--- src/hw/rtl/ri2a_pkg.sv ---
// Shared types, constants and the digit-to-character function for the integer-to-text block.
`timescale 1ns / 1ps
`default_nettype none
package ri2a_pkg;

    // Fixed field widths of the item ports
    localparam int unsigned VALUE_W  = 64;
    localparam int unsigned RADIX_W  = 5;
    localparam int unsigned CHAR_W   = 8;
    localparam int unsigned DIGIT_W  = 4;

    // Bits of the dividend handled per division cycle
    localparam int unsigned CHUNK_BITS = 8;

    // Legal base range
    localparam logic [RADIX_W-1:0] RADIX_MIN = 5'd2;
    localparam logic [RADIX_W-1:0] RADIX_MAX = 5'd16;

    // Character codes
    localparam logic [CHAR_W-1:0] CHAR_ZERO    = 8'h30;
    localparam logic [CHAR_W-1:0] CHAR_LOWER_A = 8'h61;
    localparam logic [CHAR_W-1:0] CHAR_UPPER_A = 8'h41;
    localparam logic [CHAR_W-1:0] CHAR_ERROR   = 8'h00;

    typedef struct packed {
        logic [VALUE_W-1:0] value;
        logic [RADIX_W-1:0] radix;
        logic               uppercase;
    } t_in_item;

    typedef struct packed {
        logic [CHAR_W-1:0] ascii_char;
        logic              last;
        logic              error;
    } t_out_item;

    // Classified item passed from the front end to the conversion engine
    typedef struct packed {
        logic [VALUE_W-1:0] value;
        logic [RADIX_W-1:0] radix;
        logic               uppercase;
        logic               error;
    } t_cmd;

    // Map one digit to its character
    function automatic logic [CHAR_W-1:0] digit_to_ascii(input logic [DIGIT_W-1:0] d,
                                                         input logic upper);
        logic [CHAR_W-1:0] c;
        if (d < 4'd10) begin
            c = CHAR_ZERO + CHAR_W'(d);
        end else if (upper) begin
            c = CHAR_UPPER_A + CHAR_W'(d - 4'd10);
        end else begin
            c = CHAR_LOWER_A + CHAR_W'(d - 4'd10);
        end
        return c;
    endfunction

endpackage
`default_nettype wire

--- src/hw/rtl/ri2a_front.sv ---
// Front end: accepts items, flags bad bases and queues them for the conversion engine.
`timescale 1ns / 1ps
`default_nettype none
module ri2a_front
    import ri2a_pkg::*;
(
    input  wire logic     i_clk,
    input  wire logic     i_rst_n,
    input  wire logic     push,
    input  wire t_in_item i_item,
    output logic          full,
    output logic          o_cmd_valid,
    input  wire logic     i_cmd_ready,
    output t_cmd          o_cmd
);

    logic       r_wp;
    logic       r_rp;
    logic [1:0] r_cnt;
    t_cmd       r_q [2];

    logic do_push;
    logic do_pop;
    t_cmd new_cmd;

    // Classify the incoming item
    always_comb begin
        new_cmd.value     = i_item.value;
        new_cmd.radix     = i_item.radix;
        new_cmd.uppercase = i_item.uppercase;
        new_cmd.error     = (i_item.radix < RADIX_MIN) || (i_item.radix > RADIX_MAX);
    end

    assign full        = (r_cnt == 2'd2);
    assign o_cmd_valid = (r_cnt != 2'd0);
    assign do_push     = push && !full;
    assign do_pop      = o_cmd_valid && i_cmd_ready;
    assign o_cmd       = r_q[r_rp];

    // Advance pointers and fill level
    always_ff @(posedge i_clk) begin
        if (!i_rst_n) begin
            r_wp  <= 1'b0;
            r_rp  <= 1'b0;
            r_cnt <= 2'd0;
        end else begin
            if (do_push) begin
                r_wp <= ~r_wp;
            end
            if (do_pop) begin
                r_rp <= ~r_rp;
            end
            r_cnt <= r_cnt + 2'(do_push) - 2'(do_pop);
        end
    end

    // Hold queued items
    always_ff @(posedge i_clk) begin
        if (do_push) begin
            r_q[r_wp] <= new_cmd;
        end
    end

endmodule
`default_nettype wire

--- src/hw/rtl/ri2a_back.sv ---
// Conversion engine: chunked division by the base, digit store and character output.
`timescale 1ns / 1ps
`default_nettype none
module ri2a_back
    import ri2a_pkg::*;
#(
    parameter int unsigned VALUE_BITS = 64,
    parameter int unsigned MAX_DIGITS = 64
) (
    input  wire logic  i_clk,
    input  wire logic  i_rst_n,
    input  wire logic  i_cmd_valid,
    output logic       o_cmd_ready,
    input  wire t_cmd  i_cmd,
    output logic       empty,
    input  wire logic  pop,
    output t_out_item  o_item
);

    localparam int unsigned NCHUNK = (VALUE_BITS + CHUNK_BITS - 1) / CHUNK_BITS;
    localparam int unsigned NB     = NCHUNK * CHUNK_BITS;
    localparam int unsigned PW     = (NCHUNK > 1) ? $clog2(NCHUNK) : 1;
    localparam int unsigned AW     = $clog2(MAX_DIGITS);
    localparam int unsigned CW     = $clog2(MAX_DIGITS + 1);

    localparam logic [2:0] S_IDLE = 3'd0;
    localparam logic [2:0] S_DIV  = 3'd1;
    localparam logic [2:0] S_RD   = 3'd2;
    localparam logic [2:0] S_EMIT = 3'd3;
    localparam logic [2:0] S_ERR  = 3'd4;

    logic [2:0]         r_state, n_state;
    logic [NB-1:0]      r_num, n_num;
    logic [PW-1:0]      r_pos, n_pos;
    logic [DIGIT_W-1:0] r_rem, n_rem;
    logic [RADIX_W-1:0] r_radix, n_radix;
    logic               r_upper, n_upper;
    logic [CW-1:0]      r_cnt, n_cnt;
    logic [AW-1:0]      r_idx, n_idx;
    logic [DIGIT_W-1:0] r_rdata;
    logic [DIGIT_W-1:0] r_digit_mem [MAX_DIGITS];
    t_out_item          r_out, n_out;
    logic               r_out_valid, n_out_valid;

    logic [CHUNK_BITS-1:0] chunk;
    logic [CHUNK_BITS-1:0] quo;
    logic [DIGIT_W-1:0]    div_rem;
    logic                  mem_we;
    logic                  out_free;
    logic [NB-1:0]         start_num;
    logic [CW-1:0]         cnt_next;

    // Highest chunk that holds a nonzero bit
    function automatic logic [PW-1:0] top_chunk(input logic [NB-1:0] v);
        logic [PW-1:0] p;
        p = '0;
        for (int i = 0; i < NCHUNK; i++) begin
            if (v[i*CHUNK_BITS +: CHUNK_BITS] != '0) begin
                p = PW'(i);
            end
        end
        return p;
    endfunction

    // One chunk of long division by the base, bit by bit
    always_comb begin
        logic [DIGIT_W:0]   rem5;
        logic [DIGIT_W-1:0] rem;
        chunk = r_num[r_pos*CHUNK_BITS +: CHUNK_BITS];
        rem   = r_rem;
        quo   = '0;
        for (int i = CHUNK_BITS - 1; i >= 0; i--) begin
            rem5 = {rem, chunk[i]};
            if (rem5 >= r_radix) begin
                quo[i] = 1'b1;
                rem5   = rem5 - r_radix;
            end
            rem = rem5[DIGIT_W-1:0];
        end
        div_rem = rem;
    end

    assign out_free  = !r_out_valid || pop;
    assign start_num = NB'(i_cmd.value[VALUE_BITS-1:0]);
    assign cnt_next  = r_cnt + CW'(1);

    // Sequence division, readout and result loading
    always_comb begin
        n_state     = r_state;
        n_num       = r_num;
        n_pos       = r_pos;
        n_rem       = r_rem;
        n_radix     = r_radix;
        n_upper     = r_upper;
        n_cnt       = r_cnt;
        n_idx       = r_idx;
        n_out       = r_out;
        n_out_valid = r_out_valid && !pop;
        o_cmd_ready = 1'b0;
        mem_we      = 1'b0;
        unique case (r_state)
            S_IDLE: begin
                if (i_cmd_valid) begin
                    o_cmd_ready = 1'b1;
                    n_radix     = i_cmd.radix;
                    n_upper     = i_cmd.uppercase;
                    n_num       = start_num;
                    n_pos       = top_chunk(start_num);
                    n_rem       = '0;
                    n_cnt       = '0;
                    n_state     = i_cmd.error ? S_ERR : S_DIV;
                end
            end
            S_DIV: begin
                n_num[r_pos*CHUNK_BITS +: CHUNK_BITS] = quo;
                if (r_pos == '0) begin
                    // Digit complete: store it, then continue or start readout
                    mem_we = 1'b1;
                    n_cnt  = cnt_next;
                    n_rem  = '0;
                    if ((n_num != '0) && (cnt_next < CW'(MAX_DIGITS))) begin
                        n_pos = top_chunk(n_num);
                    end else begin
                        n_idx   = r_cnt[AW-1:0];
                        n_state = S_RD;
                    end
                end else begin
                    n_pos = r_pos - PW'(1);
                    n_rem = div_rem;
                end
            end
            S_RD: begin
                n_state = S_EMIT;
            end
            S_EMIT: begin
                if (out_free) begin
                    n_out.ascii_char = digit_to_ascii(r_rdata, r_upper);
                    n_out.last       = (r_idx == '0);
                    n_out.error      = 1'b0;
                    n_out_valid      = 1'b1;
                    if (r_idx == '0) begin
                        n_state = S_IDLE;
                    end else begin
                        n_idx   = r_idx - AW'(1);
                        n_state = S_RD;
                    end
                end
            end
            S_ERR: begin
                if (out_free) begin
                    n_out.ascii_char = CHAR_ERROR;
                    n_out.last       = 1'b1;
                    n_out.error      = 1'b1;
                    n_out_valid      = 1'b1;
                    n_state          = S_IDLE;
                end
            end
            default: begin
                n_state = S_IDLE;
            end
        endcase
    end

    // Control state
    always_ff @(posedge i_clk) begin
        if (!i_rst_n) begin
            r_state     <= S_IDLE;
            r_out_valid <= 1'b0;
            r_cnt       <= '0;
        end else begin
            r_state     <= n_state;
            r_out_valid <= n_out_valid;
            r_cnt       <= n_cnt;
        end
    end

    // Datapath registers
    always_ff @(posedge i_clk) begin
        r_num   <= n_num;
        r_pos   <= n_pos;
        r_rem   <= n_rem;
        r_radix <= n_radix;
        r_upper <= n_upper;
        r_idx   <= n_idx;
        r_out   <= n_out;
    end

    // Digit store: one write port, registered read
    always_ff @(posedge i_clk) begin
        if (mem_we) begin
            r_digit_mem[r_cnt[AW-1:0]] <= div_rem;
        end
        r_rdata <= r_digit_mem[r_idx];
    end

    assign empty  = !r_out_valid;
    assign o_item = r_out;

endmodule
`default_nettype wire

--- src/hw/rtl/radix_integer_to_ascii.sv ---
// Top level: unsigned integer to ASCII text in bases 2 to 16.
// Flow: an item passes from the queue to the engine, which for each digit divides the remaining
// value by the base one significant 8-bit chunk at a time, highest chunk first, then reads the
// digits back from the digit store, most significant first; a bad base gives a single result.
// Throughput: one item at a time in the conversion engine, bound by its shared chunk divider;
// a new item is taken only after the last character of the previous one enters the result slot.
// Reset: synchronous, active low; clears the queue, the engine state and the result slot.
`timescale 1ns / 1ps
`default_nettype none
module radix_integer_to_ascii
    import ri2a_pkg::*;
#(
    parameter int unsigned VALUE_BITS = 64,
    parameter int unsigned MAX_DIGITS = 64
) (
    input  wire logic     i_clk,
    input  wire logic     i_rst_n,
    input  wire logic     push,
    input  wire t_in_item i_item,
    output logic          full,
    output logic          empty,
    input  wire logic     pop,
    output t_out_item     o_item
);

    logic cmd_valid;
    logic cmd_ready;
    t_cmd cmd;

    // Accept and classify items
    ri2a_front u_front (
        .i_clk       (i_clk),
        .i_rst_n     (i_rst_n),
        .push        (push),
        .i_item      (i_item),
        .full        (full),
        .o_cmd_valid (cmd_valid),
        .i_cmd_ready (cmd_ready),
        .o_cmd       (cmd)
    );

    // Convert and emit characters
    ri2a_back #(
        .VALUE_BITS (VALUE_BITS),
        .MAX_DIGITS (MAX_DIGITS)
    ) u_back (
        .i_clk       (i_clk),
        .i_rst_n     (i_rst_n),
        .i_cmd_valid (cmd_valid),
        .o_cmd_ready (cmd_ready),
        .i_cmd       (cmd),
        .empty       (empty),
        .pop         (pop),
        .o_item      (o_item)
    );

`ifndef NO_ASSERTIONS
    // An error result is a lone, final, zero character
    a_err_last: assert property (@(posedge i_clk) disable iff (!i_rst_n)
        (!empty && o_item.error) |-> (o_item.last && (o_item.ascii_char == CHAR_ERROR)))
        else $error("error result not marked last or not zero");

    // An accepted item is queued for the engine on the next cycle
    a_push_queued: assert property (@(posedge i_clk) disable iff (!i_rst_n)
        (push && !full) |=> cmd_valid)
        else $error("accepted item not visible to the engine");

    // After taking a bad base the engine takes nothing on the next cycle
    a_take_valid: assert property (@(posedge i_clk) disable iff (!i_rst_n)
        (cmd_valid && cmd_ready && cmd.error) |=> !cmd_ready)
        else $error("engine took a second item while handling a bad base");

    // Reset leaves no result waiting
    a_reset_empty: assert property (@(posedge i_clk)
        !i_rst_n |=> empty)
        else $error("result present after reset");
`endif

endmodule
`default_nettype wire
--- config.mk ---
export PLATFORM = sky130hd
export DESIGN_NAME = radix_integer_to_ascii
export DESIGN_NICKNAME = d
export VERILOG_FILES = /design/src/hw/rtl/ri2a_pkg.sv /design/src/hw/rtl/ri2a_front.sv /design/src/hw/rtl/ri2a_back.sv /design/src/hw/rtl/radix_integer_to_ascii.sv
export SDC_FILE = /design/constraint.sdc
export NUM_CORES = 1
export LEC_CHECK = 0
export BUFFER_PORTS_ARGS = -buffer_cell sky130_fd_sc_hd__buf_4
export CAP_MARGIN = 10
export CORE_ASPECT_RATIO = 1.2
export CORE_MARGIN = 2
export CORE_UTILIZATION = 45
export DETAILED_ROUTE_END_ITERATION = 10
export GPL_ROUTABILITY_DRIVEN = 0
export GPL_TIMING_DRIVEN = 0
export PLACE_DENSITY = 0.65
export RECOVER_POWER = 100
export SYNTH_ARGS = -nofsm -noshare
export SYNTH_HDL_FRONTEND = slang
export SYNTH_SLANG_ARGS = --single-unit
--- constraint.sdc ---
create_clock -name i_clk -period 15.85 [get_ports i_clk]
set_input_delay 3.17 -clock i_clk [delete_from_list [all_inputs] [get_ports i_clk]]
set_output_delay 3.17 -clock i_clk [all_outputs]
set_load 0.02 [all_outputs]
==> metrics.yaml <==
violations: "capacitance limit, slew limit"
layout_commonest_cell: "edfxtp_1"
antenna_found_initial: 0
ioPinCount: 86
first_pass_iters: 5
grt_overflow: 0
synth_edf_count: 491
cts_buffer_depth: 3
clockRootBuffer: "clkbuf_16"
cp-end-kind: "flip-flop"
clk_latency_ps: 610
dieArea_um2: 54100
skew_ps: 18.8
synth_area_leader_cell: "edfxtp_1"
core_area_um2: 51500
min_period_ps: 15200
grt_pass1_wl_um: 87200
fin_nets: 1860
final_cell_mix: "491 x edfxtp_1, 178 x nor2_1, 100 x mux4_2"
max_stage_delay_ps: 460
drive_above_1_share: 0.167
start_util: 0.456
startpoint_type: "flip-flop"
avgSynthCellArea_um2: 14.9
cts_sinks: 511
drt_wl_total_um: 57500
synth_fp_nets: 1714
drt-initial-drc-count: 1241
rsz0062_at_grt: "false"
synth_top_area_share: 0.628
htree_levels: 2
cp_max_fo: 10
ys_warn_count: 0
vias: 14300
synth_ff_type: "edfxtp_1"
hp-class: "flip-flop to flip-flop"
postCtsSetupBuffers: 0
clk_pin_slew_worst_paths_ps: 70
grt_max_degree: 70
seq_area_frac_synth: 0.645
synth_seq_cells: 511
cts-buffers-inserted: 51
drt-met1-wl_um: 22100
area_growth_syn_to_layout_pct: 14.1
synthArstFlopShare: 0
critPathSlowestCell: "a311oi_4"
max_freq_ghz: 0.0658
setup_viol: 0
yosys.cell_types.count: 66
finalCritPeriodShare: 0.959
hpwl_um: 41000
dieHeight_um: 254
whs_ps: 513
die_w_um: 213
num_rows: 91
grtUsageTotal: 0.216
cts_hold_buf: 0
synthTopCellsByArea: "edfxtp_1 63%, mux4_2 9.6%, mux2i_1 3.4%"
syn-instance-count: 1579
cp.required_ps: 16140
drv_slew: 211
wl_per_cell_um: 23.3
hold_violations: 0
worstPathArrival_ps: 15500
wl_met2_um: 29200
worst_pin_slew_ps: 3000
dr_wl_met3_um: 3050
path_common_cell: "ha_1"
viasPerCell: 5.80
status: "finished, violations left"
drc: 0
n_antenna_cell: 0
synth_area_um2: 23500
port_buffers: 85
cts_tree: "built"
slew_headroom: -0.997
ant_nets: 0
top_layer_used: "met4"
critPathKind: "flip-flop to flip-flop"
maxCapViolations: 6
grt_pass1_vias: 14700
==> state kept, by name, summed over array words and instances, names as in the netlist, 2 cells and up, named ones only <==
signal,flops
u_back.o_item,10
u_back.r_cnt,7
u_back.r_digit_mem,256
u_back.r_idx,6
u_back.r_num,64
u_back.r_pos,3
u_back.r_radix,5
u_back.r_rdata,4
u_back.r_rem,4
u_back.r_state,3
u_front.r_cnt,2
u_front.r_q,142
==> worst max-delay path: cells and delay by family (launching register included) <==
family                   cells  cell delay [ps]
AND/OR/NAND/NOR              8             1100
buffers and inverters       10             3530
AO/OA/AOI/OAI               19             4690
multiplexers                 8             2760
adder cells (fa/ha/maj)      8             2450
flip-flops                   1              310
==> area by class of cell <==
class,instances,area (um2)
Fill cell,4339,24700
Sequential cell,511,15100
Multi-Input combinational cell,942,7900
Clock buffer,71,1470
Tap cell,697,872
Timing Repair Buffer,93,587
Buffer,84,393
Clock inverter,24,270
Inverter,42,158
==> synthesized netlist by cell type (4+ instances only) <==
cell and instances:
dfxtp_1 20, and3_1 10, o21ai_0 34, xor2_1 19, o31a_1 4, fa_1 8, a31oi_1 6, nand2_1 80
xnor2_1 15, clkbuf_1 44, buf_1 13, mux4_2 100, nor2b_1 8, nand3_1 23, a22oi_1 9, a21o_1 18
nor3_1 21, a21oi_1 92, inv_1 37, ha_1 53, edfxtp_1 491, buf_2 21, buf_6 4, nand2b_1 5
mux2i_1 79, o21ai_1 16, nor2_1 178, o21a_1 4, nor4_1 24, nand3b_1 5, a211oi_1 53, a41oi_1 4
mux2_2 16, nand4_1 10
==> per-stage QoR <==
stage	instance area, um2	cells	utilization	setup TNS, ps	setup slack (ps)
4_1_cts	26900	2462	0.524	0	24.9
3_5_place_dp	25200	2367	0.489	-301440	-2070
3_3_place_gp	25000	2361	0.486	-711850	-4500
2_1_floorplan	23500	1579	-	0	2070
5_1_grt	26800	2464	0.521	0	76.1
6_report	26800	2464	0.521	0	646
==> metal layers <==
layer  vias up  global-route usage
li1       6495                   -
met1      7061               0.260
met2       563               0.383
met3       174              0.0339
met4         0               0.102
met5         -                   0
==> kinds of logic (layout without fill, tap and decap cells) <==
logic type / count (synthesis) / count (layout) / synth area share
AO/OA/AOI/OAI: 270 / 270 / 0.0733
XOR/XNOR: 34 / 34 / 0.0127
adder cells (fa/ha/maj): 61 / 61 / 0.0350
buffers and inverters: 126 / 314 / 0.0229
flip-flops: 511 / 511 / 0.645
multiplexers: 196 / 196 / 0.138
AND/OR/NAND/NOR: 381 / 381 / 0.0737
==> final timing paths <==
check	from	to	slack, ps	cells after the start
min reg2reg	u_front.r_rp	u_front.r_rp	510	2
max	u_back.r_pos[1]	u_back.r_idx[2]	650	53
max reg2reg	u_back.r_pos[1]	u_back.r_idx[2]	650	53
min	u_front.r_rp	u_front.r_rp	510	2
==> what timing repair did <==
item / CTS / global route
pin swaps: 0 / 1
setup endpoints to repair: 281 / 191
resized for setup: 10 / 14
Power is not shown: default switching activity piles up to over one toggle a cycle in this logic, so the estimate is an artifact.
